--- config.mk ---
export PLATFORM = sky130hd
export DESIGN_NAME = ypcd_cordic
export DESIGN_NICKNAME = d
export VERILOG_FILES = /design/src/rtl/core/ypcd_pkg.sv /design/src/rtl/core/ypcd_cordic.sv
export SDC_FILE = /design/constraint.sdc
export NUM_CORES = 1
export LEC_CHECK = 0
export ABC_AREA = 1
export BUFFER_PORTS_ARGS = -buffer_cell sky130_fd_sc_hd__buf_2
export CAP_MARGIN = 20
export CORE_ASPECT_RATIO = 0.75
export CORE_MARGIN = 4
export CORE_UTILIZATION = 43
export CTS_CLUSTER_DIAMETER = 50
export DETAILED_ROUTE_END_ITERATION = 8
export PLACE_DENSITY = 0.68
export SYNTH_ARGS = -nofsm -noshare
export SYNTH_HDL_FRONTEND = slang
export SYNTH_SLANG_ARGS = --single-unit
export TNS_END_PERCENT = 5
--- constraint.sdc ---
create_clock -name clock -period 6.4 [get_ports clock]
set_input_delay 1.6 -clock clock [delete_from_list [all_inputs] [get_ports clock]]
set_output_delay 1.6 -clock clock [all_outputs]
set_load 0.05 [all_outputs]
--- src/rtl/core/ypcd_pkg.sv ---
// Shared constants, types and helper functions for the camera direction core.
package ypcd_pkg;

   // Configuration
   localparam int CORDIC_STEPS  = 16;
   localparam int OUT_FRAC_BITS = 15;

   localparam int TABLE_LEN  = 24;
   localparam int CORDIC_NUM = (CORDIC_STEPS > TABLE_LEN) ? TABLE_LEN : CORDIC_STEPS;
   localparam int OUT_FRAC   = (OUT_FRAC_BITS > 30) ? 30 : OUT_FRAC_BITS;
   localparam int OUT_SHIFT  = 30 - OUT_FRAC;
   localparam int RND_SHIFT  = (OUT_SHIFT > 0) ? OUT_SHIFT - 1 : 0;

   // Shared step counter, wide enough for CORDIC, modulo and divide passes
   localparam int CNT_W = 5;

   // Angles in 1/65536 degree
   localparam logic [24:0]        FULL_TURN    = 25'd23592960;
   localparam logic [24:0]        QUARTER_TURN = 25'd5898240;
   localparam logic signed [23:0] PITCH_LIMIT  = 24'sd5832704;

   // Yaw wrap: bias by 256 turns, then conditional subtract of turns << 9 .. << 0
   localparam int               MOD_W      = 35;
   localparam int               MOD_STEPS  = 10;
   localparam logic [MOD_W-1:0] MOD_FULL   = MOD_W'(FULL_TURN);
   localparam logic [MOD_W-1:0] MOD_OFFSET = MOD_W'(64'd23592960 * 64'd256);

   // CORDIC gain start value in Q30
   localparam longint K_INF_Q30        = 652032874;
   localparam longint K_TWO_THIRDS_Q30 = 434688583;
   localparam logic signed [31:0] K_START =
      32'(K_INF_Q30 + (K_TWO_THIRDS_Q30 >>> (2 * CORDIC_NUM)));

   // Normalization divide
   localparam int LEN_W = 31;
   localparam int Q_W   = OUT_FRAC + 2;
   localparam int REM_W = OUT_FRAC + 32;

   // Register indexes
   localparam logic CSR_SENSITIVITY = 1'b0;
   localparam logic CSR_LOOK_ENABLE = 1'b1;

   typedef struct packed {
      logic signed [15:0] delta_x;
      logic signed [15:0] delta_y;
      logic signed [15:0] forward_amount;
      logic signed [15:0] right_amount;
   } req_type;

   typedef struct packed {
      logic signed [15:0] dir_x;
      logic signed [15:0] dir_y;
      logic signed [15:0] dir_z;
      logic signed [15:0] move_x;
      logic signed [15:0] move_z;
      logic [24:0]        heading;
      logic signed [23:0] elevation;
   } rsp_type;

   typedef struct packed {
      logic               start;
      logic signed [24:0] angle;
   } cordic_req_type;

   typedef struct packed {
      logic               done;
      logic signed [31:0] cos_val;
      logic signed [31:0] sin_val;
   } cordic_rsp_type;

   // atan(2^-i) in 1/65536 degree
   function automatic logic [21:0] atan_entry(input logic [CNT_W-1:0] idx);
      logic [21:0] val;
      case (idx)
         5'd0:    val = 22'd2949120;
         5'd1:    val = 22'd1740967;
         5'd2:    val = 22'd919879;
         5'd3:    val = 22'd466945;
         5'd4:    val = 22'd234379;
         5'd5:    val = 22'd117304;
         5'd6:    val = 22'd58666;
         5'd7:    val = 22'd29335;
         5'd8:    val = 22'd14668;
         5'd9:    val = 22'd7334;
         5'd10:   val = 22'd3667;
         5'd11:   val = 22'd1833;
         5'd12:   val = 22'd917;
         5'd13:   val = 22'd458;
         5'd14:   val = 22'd229;
         5'd15:   val = 22'd115;
         5'd16:   val = 22'd57;
         5'd17:   val = 22'd29;
         5'd18:   val = 22'd14;
         5'd19:   val = 22'd7;
         5'd20:   val = 22'd4;
         5'd21:   val = 22'd2;
         5'd22:   val = 22'd1;
         default: val = 22'd0;
      endcase
      return val;
   endfunction

   function automatic logic signed [15:0] sat16(input logic signed [63:0] v);
      logic signed [15:0] r;
      if (v > 64'sd32767)       r = 16'sh7fff;
      else if (v < -64'sd32768) r = 16'sh8000;
      else                      r = v[15:0];
      return r;
   endfunction

   // Q30 to output format, round half up, saturate
   function automatic logic signed [15:0] round_out(input logic signed [63:0] v);
      logic signed [63:0] t;
      t = v;
      if (OUT_SHIFT > 0) t = (v + (64'sd1 <<< RND_SHIFT)) >>> OUT_SHIFT;
      return sat16(t);
   endfunction

endpackage

--- src/rtl/core/ypcd_cordic.sv ---
// Iterative rotation-mode CORDIC, one micro-rotation per cycle, Q30 datapath.
module ypcd_cordic (
   input  logic                     clock,
   input  logic                     reset,
   input  ypcd_pkg::cordic_req_type cor_req,
   output ypcd_pkg::cordic_rsp_type cor_rsp
);

   logic                          busy_ff, busy_in;
   logic                          done_ff, done_in;
   logic [ypcd_pkg::CNT_W-1:0]    cnt_ff, cnt_in;
   logic signed [31:0]            x_ff, x_in, y_ff, y_in;
   logic signed [24:0]            z_ff, z_in;
   logic signed [31:0]            x_sh, y_sh;
   logic signed [24:0]            at;

   assign x_sh = x_ff >>> cnt_ff;
   assign y_sh = y_ff >>> cnt_ff;
   assign at   = $signed({3'b000, ypcd_pkg::atan_entry(cnt_ff)});

   // Step control
   always_comb begin
      busy_in = busy_ff;
      done_in = 1'b0;
      cnt_in  = cnt_ff;
      x_in    = x_ff;
      y_in    = y_ff;
      z_in    = z_ff;
      if (cor_req.start) begin
         busy_in = 1'b1;
         cnt_in  = '0;
         x_in    = ypcd_pkg::K_START;
         y_in    = '0;
         z_in    = cor_req.angle;
      end else if (busy_ff) begin
         if (!z_ff[24]) begin
            x_in = x_ff - y_sh;
            y_in = y_ff + x_sh;
            z_in = z_ff - at;
         end else begin
            x_in = x_ff + y_sh;
            y_in = y_ff - x_sh;
            z_in = z_ff + at;
         end
         cnt_in = cnt_ff + 1'b1;
         if (cnt_ff == ypcd_pkg::CNT_W'(ypcd_pkg::CORDIC_NUM - 1)) begin
            busy_in = 1'b0;
            done_in = 1'b1;
         end
      end
   end

   always_ff @(posedge clock) begin
      if (reset) begin
         busy_ff <= 1'b0;
         done_ff <= 1'b0;
         cnt_ff  <= '0;
      end else begin
         busy_ff <= busy_in;
         done_ff <= done_in;
         cnt_ff  <= cnt_in;
      end
   end

   always_ff @(posedge clock) begin
      x_ff <= x_in;
      y_ff <= y_in;
      z_ff <= z_in;
   end

   assign cor_rsp.done    = done_ff;
   assign cor_rsp.cos_val = x_ff;
   assign cor_rsp.sin_val = y_ff;

endmodule

==> impl_results.md, run 1 <==
- Dominant cells by area after synthesis: nand2_1, nand3_1, dfxtp_1
- Drt initial violations: 1988
- Sequential fraction of the synthesis area: 0.180
- Core ar.: 0.0328 sq mm
- Max IR drop VDD: 0.187 mV
- Largest net degree at the start of global routing: 68
- Most used cell, CP: nand2_1
- Antenna violations before repair: 0
- Postcts setup bufs: 0
- CTS Sinks: 118
- Pwr per Cell Area: 477 mW/mm^2
- Nets: 2622
- Worst-skew pair later-pin latency: 0.46 ns
- Antenna cells: 0
- Cell family with most CP delay: simple AND/OR/NAND/NOR gates
- Synth unique cells: 52
- # H-tree levels: 4
- Total wire length: 51300 um
- Final period utilization: 0.846
- Grt ovf: 0
- Final ANT Viol Nets: 0
- Run status: finished, final reports clean
- CP Launch Type: flip-flop
- Clock buffer count from CTS: 17
- Count leader, synth: nand2_1
- Final-layout fill cell count: 3544
- Setup TNS: 0 ns
- # resized after CTS: 0
- Die X: ~220 um
- FMAX: around 0.18 GHz
- Starting Density: 0.442
- Cell count after synthesis: 2452
- Pre-CTS WS: about 1.1 ns
- Vias in the first global route: 14800
- Drt wl/cell: between 15 and 20 um
- Length of the first detailed-routing pass in iterations: 8
- Slew @ Worst Pin: 0.845 ns
- Post-synth EDFFs: 25
- CP bufs+invs: 7
- Clock skew: 0.0205 ns
- Top cell type's share of synthesized area: 0.174
- Arrival time at the worst endpoint: 5.76 ns
- Critical Path Max Stage Delay: 0.41 ns
- Root Buffer: clkbuf_16
- Worst Setup Path Type: reg2reg
- Hold-fix buffers, CTS: 0
- Yosys reg bits: 118
- Syn avg cell area: 5.92 sq um
- Worst Path Required: a little under 7 ns
- Post-synth top area cell: nand2_1
- Max-cap violations: 0
- Most common flop cell mapped by yosys: dfxtp_1
- Ys async rst share: 0
- Synth Cell Area: around 0.015 sq mm
- Max-slew violations: 0
- Crit end category: flip-flop
- Placer Congestion: roughly 1
- Crit path max fanout: 31
- Area grow syn2layout: 8.85%
- RSZ-0062 raised after global routing: no
- First-pass GRT wire length: a little over 80000 um
- Final setup fails: 0
- Gr usage total: 0.275
- Site row count: 57
- IO Pins: 93
- Post-DP HPWL: 40200 um
- Vias per cell: 5.64
- Final hold viol count: 0
- Die Y: 167 um
- Worst-path clk slew: ~0.060 ns
- Layout cell share with drive strength beyond 1: 0.0856
- Synth Warn #: 0
- Port buffer count: 92
- Worst setup margin: 0.989 ns
- Die area: 0.0368 sq mm
- Net Count, Synth: 2588
- Drt drc: 0
- Slew margin rel.: 0.436
- Hold WC Path Type: reg2reg
- Top cells by count, synth: nand2_1, nand3_1, nor2_1, inv_1, a21oi_1
- Non-Filler Instances: 2941
- CTS tree: done
- Max Root-Sink Buffers: 2
- CP max stage cell: o21ai_0
- Final Power: 7.53 mW
- Placed instance count: between 2000 and 3000
- Vias post-DR: 16600
- Fin crit period: approximately 5.4 ns
- Leak: 8.19 nW
- Reg2Reg Setup Slack: 0.99 ns
- Post-Route Utilization: 0.481
## worst register-to-register path: cells and delay by family (launching register included)
family / cells / cell delay [ns]
xor gates and xnor gates: 1 / 0.15
adders and majority gates: 2 / 0.59
AOI/OAI and AO/OA: 4 / 1.09
DFF: 1 / 0.33
buffers and inverters: 7 / 0.94
and+or+nand+nor: 17 / 2.22
## where the power goes
part | switching (mW) | leakage, nW | internal [mW]
clock network | 0.435 | 0.279 | 0.539
logic | 3.56 | 6.89 | 1.80
registers | 0.245 | 1.02 | 0.948
total | 4.24 | 8.19 | 3.29
## cells in the final DEF (no fill, tap or decap), types with 7 or more instances in the layout
cell type | netlist | final
dfxtp_1 | 93 | 89
nand3_1 | 402 | 402
o21ai_0 | 140 | 140
nor2_2 | 7 | 7
nor3_1 | 20 | 20
o211ai_1 | 7 | 7
nor2_1 | 230 | 230
a21oi_1 | 157 | 157
xor2_1 | 74 | 74
buf_4 | 7 | 25
nand4_1 | 14 | 14
o221ai_1 | 7 | 7
edfxtp_1 | 25 | 25
a21boi_0 | 9 | 9
nor4_1 | 7 | 7
a31oi_1 | 19 | 19
inv_1 | 209 | 208
ha_1 | 105 | 105
nand2_1 | 674 | 674
clkbuf_16 | 0 | 18
buf_2 | 30 | 92
or2_2 | 26 | 26
xnor2_1 | 41 | 41
inv_2 | 9 | 9
## state kept, by name, summed over array words and instances, names as in the netlist
name and flops:
cnt_ff 5, at 22, z_ff 25, busy_ff 1, y_ff 32, x_ff 32
done_ff 1
## worst paths after layout
kind,startpoint,endpoint,cells past startpoint
worst max-delay path,cnt_ff[1],y_ff[25],31
worst min-delay path,busy_ff,x_ff[4],1
worst max register to register,cnt_ff[1],y_ff[25],31
worst min register to register,busy_ff,x_ff[4],1
## stage by stage
stage / hold slack (ns) / cell area [sq um]
finish: 0.467 / 15800
floorplan: 0.534 / 14500
detailed placement: 0.458 / 15200
global placement: 0.459 / 15200
CTS: 0.470 / 15800
global route: 0.485 / 15800
## kinds of logic after synthesis
group / count (synthesis) / synth area share
XOR/XNOR: 115 / 0.0694
adder cells (fa/ha/maj): 108 / 0.0947
AND/OR/NAND/NOR: 1407 / 0.419
AO/OA/AOI/OAI: 381 / 0.145
flip-flops: 118 / 0.180
buffers and inverters: 323 / 0.0916
## cell type report
cell class	instances	area, sq um	area share
sequential	118	2620	0.166
tap	442	553	0.0350
timing repair buffer	117	648	0.0411
clock inverter	13	113	0.00713
inverter	221	830	0.0525
multi-input combinational	2011	10600	0.669
clock buffer	19	464	0.0294
## routing by layer
layer	track usage	routed length, um	share of wire	up-vias
li1	-	-	-	8255
met1	0.418	24900	0.48	7565
met2	0.394	20900	0.41	722
met3	0.0599	4810	0.094	54
met4	0.0595	721	0.014	0
met5	0	0	0	-
No activity file was read; power rests on OpenSTA's default activity.
==> inputs of run 2 (changes only) <==
==> constraint.sdc (replaced) <==
create_clock -name clock -period 5.4 [get_ports clock]
set_input_delay 1.35 -clock clock [delete_from_list [all_inputs] [get_ports clock]]
set_output_delay 1.35 -clock clock [all_outputs]
set_load 0.05 [all_outputs]
==> impl_results.md, run 2 (synthesis gave the netlist of run 1 again) <==
- Multi-input logic area: 0.0106 sq mm (about the same)
- CTS Sinks: 118 (unchanged)
- Vias in the first global route: 15000 (was 14800)
- Clock skew: 0.0144 ns (was 0.0205 ns)
- Final setup fails: 0 (unchanged)
- Vias per cell: 5.67 (was 5.64)
- Nets: 2629 (was 2622)
- Die X: 220 um (unchanged)
- Post-DP HPWL: 39800 um (was 40200 um)
- Arrival time at the worst endpoint: 5.25 ns (was 5.76 ns)
- Layout cell share with drive strength beyond 1: 0.0882 (was 0.0856)
- Post-Route Utilization: 0.485 (was 0.481)
- RSZ-0062 raised after global routing: no (unchanged)
- Crit path max fanout: 41 (was 31)
- Final ANT Viol Nets: 0 (unchanged)
- Slew @ Worst Pin: 0.791 ns (was 0.845 ns)
- Leak: 8.26 nW (was 8.19 nW)
- Length of the first detailed-routing pass in iterations: 7 (was 8)
- Die area: 0.0368 sq mm (unchanged)
- Drt initial violations: 2163 (was 1988)
- Gr usage total: 0.273 (was 0.275)
- Hold WC Path Type: reg2reg (unchanged)
- Clock buffer count from CTS: 17 (unchanged)
- Total wire length: 51500 um (was 51300 um)
- Port buffer count: 92 (unchanged)
- First-pass GRT wire length: 81200 um (unchanged)
- Placed instance area: 0.0153 sq mm (was 0.0152 sq mm)
- Starting Density: 0.442 (unchanged)
- Critical Path Max Stage Delay: 0.38 ns (was 0.41 ns)
- Placer Congestion: 1.03 (was 0.996)
- Area grow syn2layout: 9.74% (was 8.85%)
- Root Buffer: clkbuf_16 (unchanged)
- Antenna cells: 0 (unchanged)
- Setup TNS: 0 ns (unchanged)
- Fin crit period: 4.87 ns (was 5.41 ns)
- # H-tree levels: 4 (unchanged)
- Final hold viol count: 0 (unchanged)
- CP max stage cell: buf_4 (was o21ai_0)
- Max Root-Sink Buffers: 2 (unchanged)
- Die Y: 167 um (unchanged)
- CTS tree: done (unchanged)
- Hold Slack: 0.572 ns (was 0.467 ns)
- Final-layout fill cell count: 3473 (was 3544)
- Antenna violations before repair: 1 (was 0)
- Final Instance Area: 0.0159 sq mm (was 0.0158 sq mm)
- Most used cell, CP: nand2_1 (unchanged)
- Pwr per Cell Area: 570 mW/mm^2 (was 477 mW/mm^2)
- Core ar.: 0.0328 sq mm (unchanged)
- Biggest regs: x_ff: 32 flops, y_ff: 32 flops, z_ff: 25 flops (unchanged)
- Worst Path Required: 5.78 ns (was 6.75 ns)
- Non-Filler Instances: 2948 (was 2941)
- Max-slew violations: 0 (unchanged)
- Max IR drop VDD: 0.209 mV (was 0.187 mV)
- Max-cap violations: 0 (unchanged)
- Drt drc: 0 (unchanged)
- Largest net degree at the start of global routing: 65 (was 68)
- Postcts setup bufs: 0 (unchanged)
- Drt wl/cell: 17.5 um (was 17.4 um)
- Placed instance count: 2916 (was 2909)
- Slew margin rel.: 0.471 (was 0.436)
- Register area: 0.00262 sq mm (unchanged)
- Final period utilization: 0.901 (was 0.846)
- FMAX: 0.205 GHz (was 0.185 GHz)
- CP Launch Type: flip-flop (unchanged)
- Most common cell after layout, fill and taps aside: nand2_1 (unchanged)
- Worst-skew pair later-pin latency: 0.45 ns (was 0.46 ns)
- IO Pins: 93 (unchanged)
- Commonest cells after routing, fill and taps aside: nand2_1, nand3_1, nor2_1 (unchanged)
- Crit end category: flip-flop (unchanged)
- Site row count: 57 (unchanged)
- Worst Setup Path Type: reg2reg (unchanged)
- Grt ovf: 0 (unchanged)
- Vias post-DR: 16700 (was 16600)
- Run status: finished, final reports clean (unchanged)
- Worst-path clk slew: 0.07 ns (was 0.06 ns)
-- run 2: worst paths after layout --
check / cells past startpoint / start / end / slack, ns
max: 34 / cnt_ff[0] / y_ff[31] / 0.53
min: 2 / x_ff[3] / x_ff[3] / 0.57
max reg2reg: 34 / cnt_ff[0] / y_ff[31] / 0.53
min reg2reg: 2 / x_ff[3] / x_ff[3] / 0.57
-- run 2: area by class of cell --
type / instances / area share
Clock buffer: 20 / 0.0288
Sequential cell: 118 / 0.164
Inverter: 221 / 0.0521
Tap cell: 442 / 0.0347
Multi-Input combinational cell: 2011 / 0.664
Timing Repair Buffer: 124 / 0.0487
Clock inverter: 12 / 0.00723
-- run 2: where the power goes --
group          switching [mW]  leakage, nW  total (mW)  internal, mW
sequential              0.291         1.02        1.42          1.12
clock                   0.508        0.272        1.18         0.667
combinational            4.29         6.97        6.49          2.19
-- run 2: what timing repair did --
item,in CTS,in global routing
hold buffers,0,0
gates resized for setup,0,3
endpoints found under the setup margin,0,3
-- run 2: worst max-delay path, delay by kind of cell, from the launching register on --
| kind | cells | cell delay [ns] |
|---|---|---|
| flops | 1 | 0.35 |
| buf+inv | 5 | 0.66 |
| fa+ha+maj | 2 | 0.52 |
| compound gates | 3 | 0.50 |
| xor+xnor | 1 | 0.16 |
| simple gates | 23 | 2.59 |
-- run 2: metal layers --
layer / routed length, um / share of wire / GRT usage / vias up
met4: 1140 / 0.022 / 0.0740 / 0
li1: - / - / - / 8262
met2: 20700 / 0.40 / 0.384 / 791
met5: 0 / 0 / 0 / -
met1: 24700 / 0.48 / 0.415 / 7576
met3: 4900 / 0.095 / 0.0596 / 80
-- run 2: stage by stage --
| step | power [mW] | worst slack [ns] |
|---|---|---|
| after floorplan | 6.13 | 1.27 |
| after global placement | 7.66 | 0.578 |
| after detailed placement | 7.72 | 0.549 |
| after CTS | 8.94 | 0.535 |
| after global routing | 9.87 | 0.0204 |
| final | 9.08 | 0.533 |
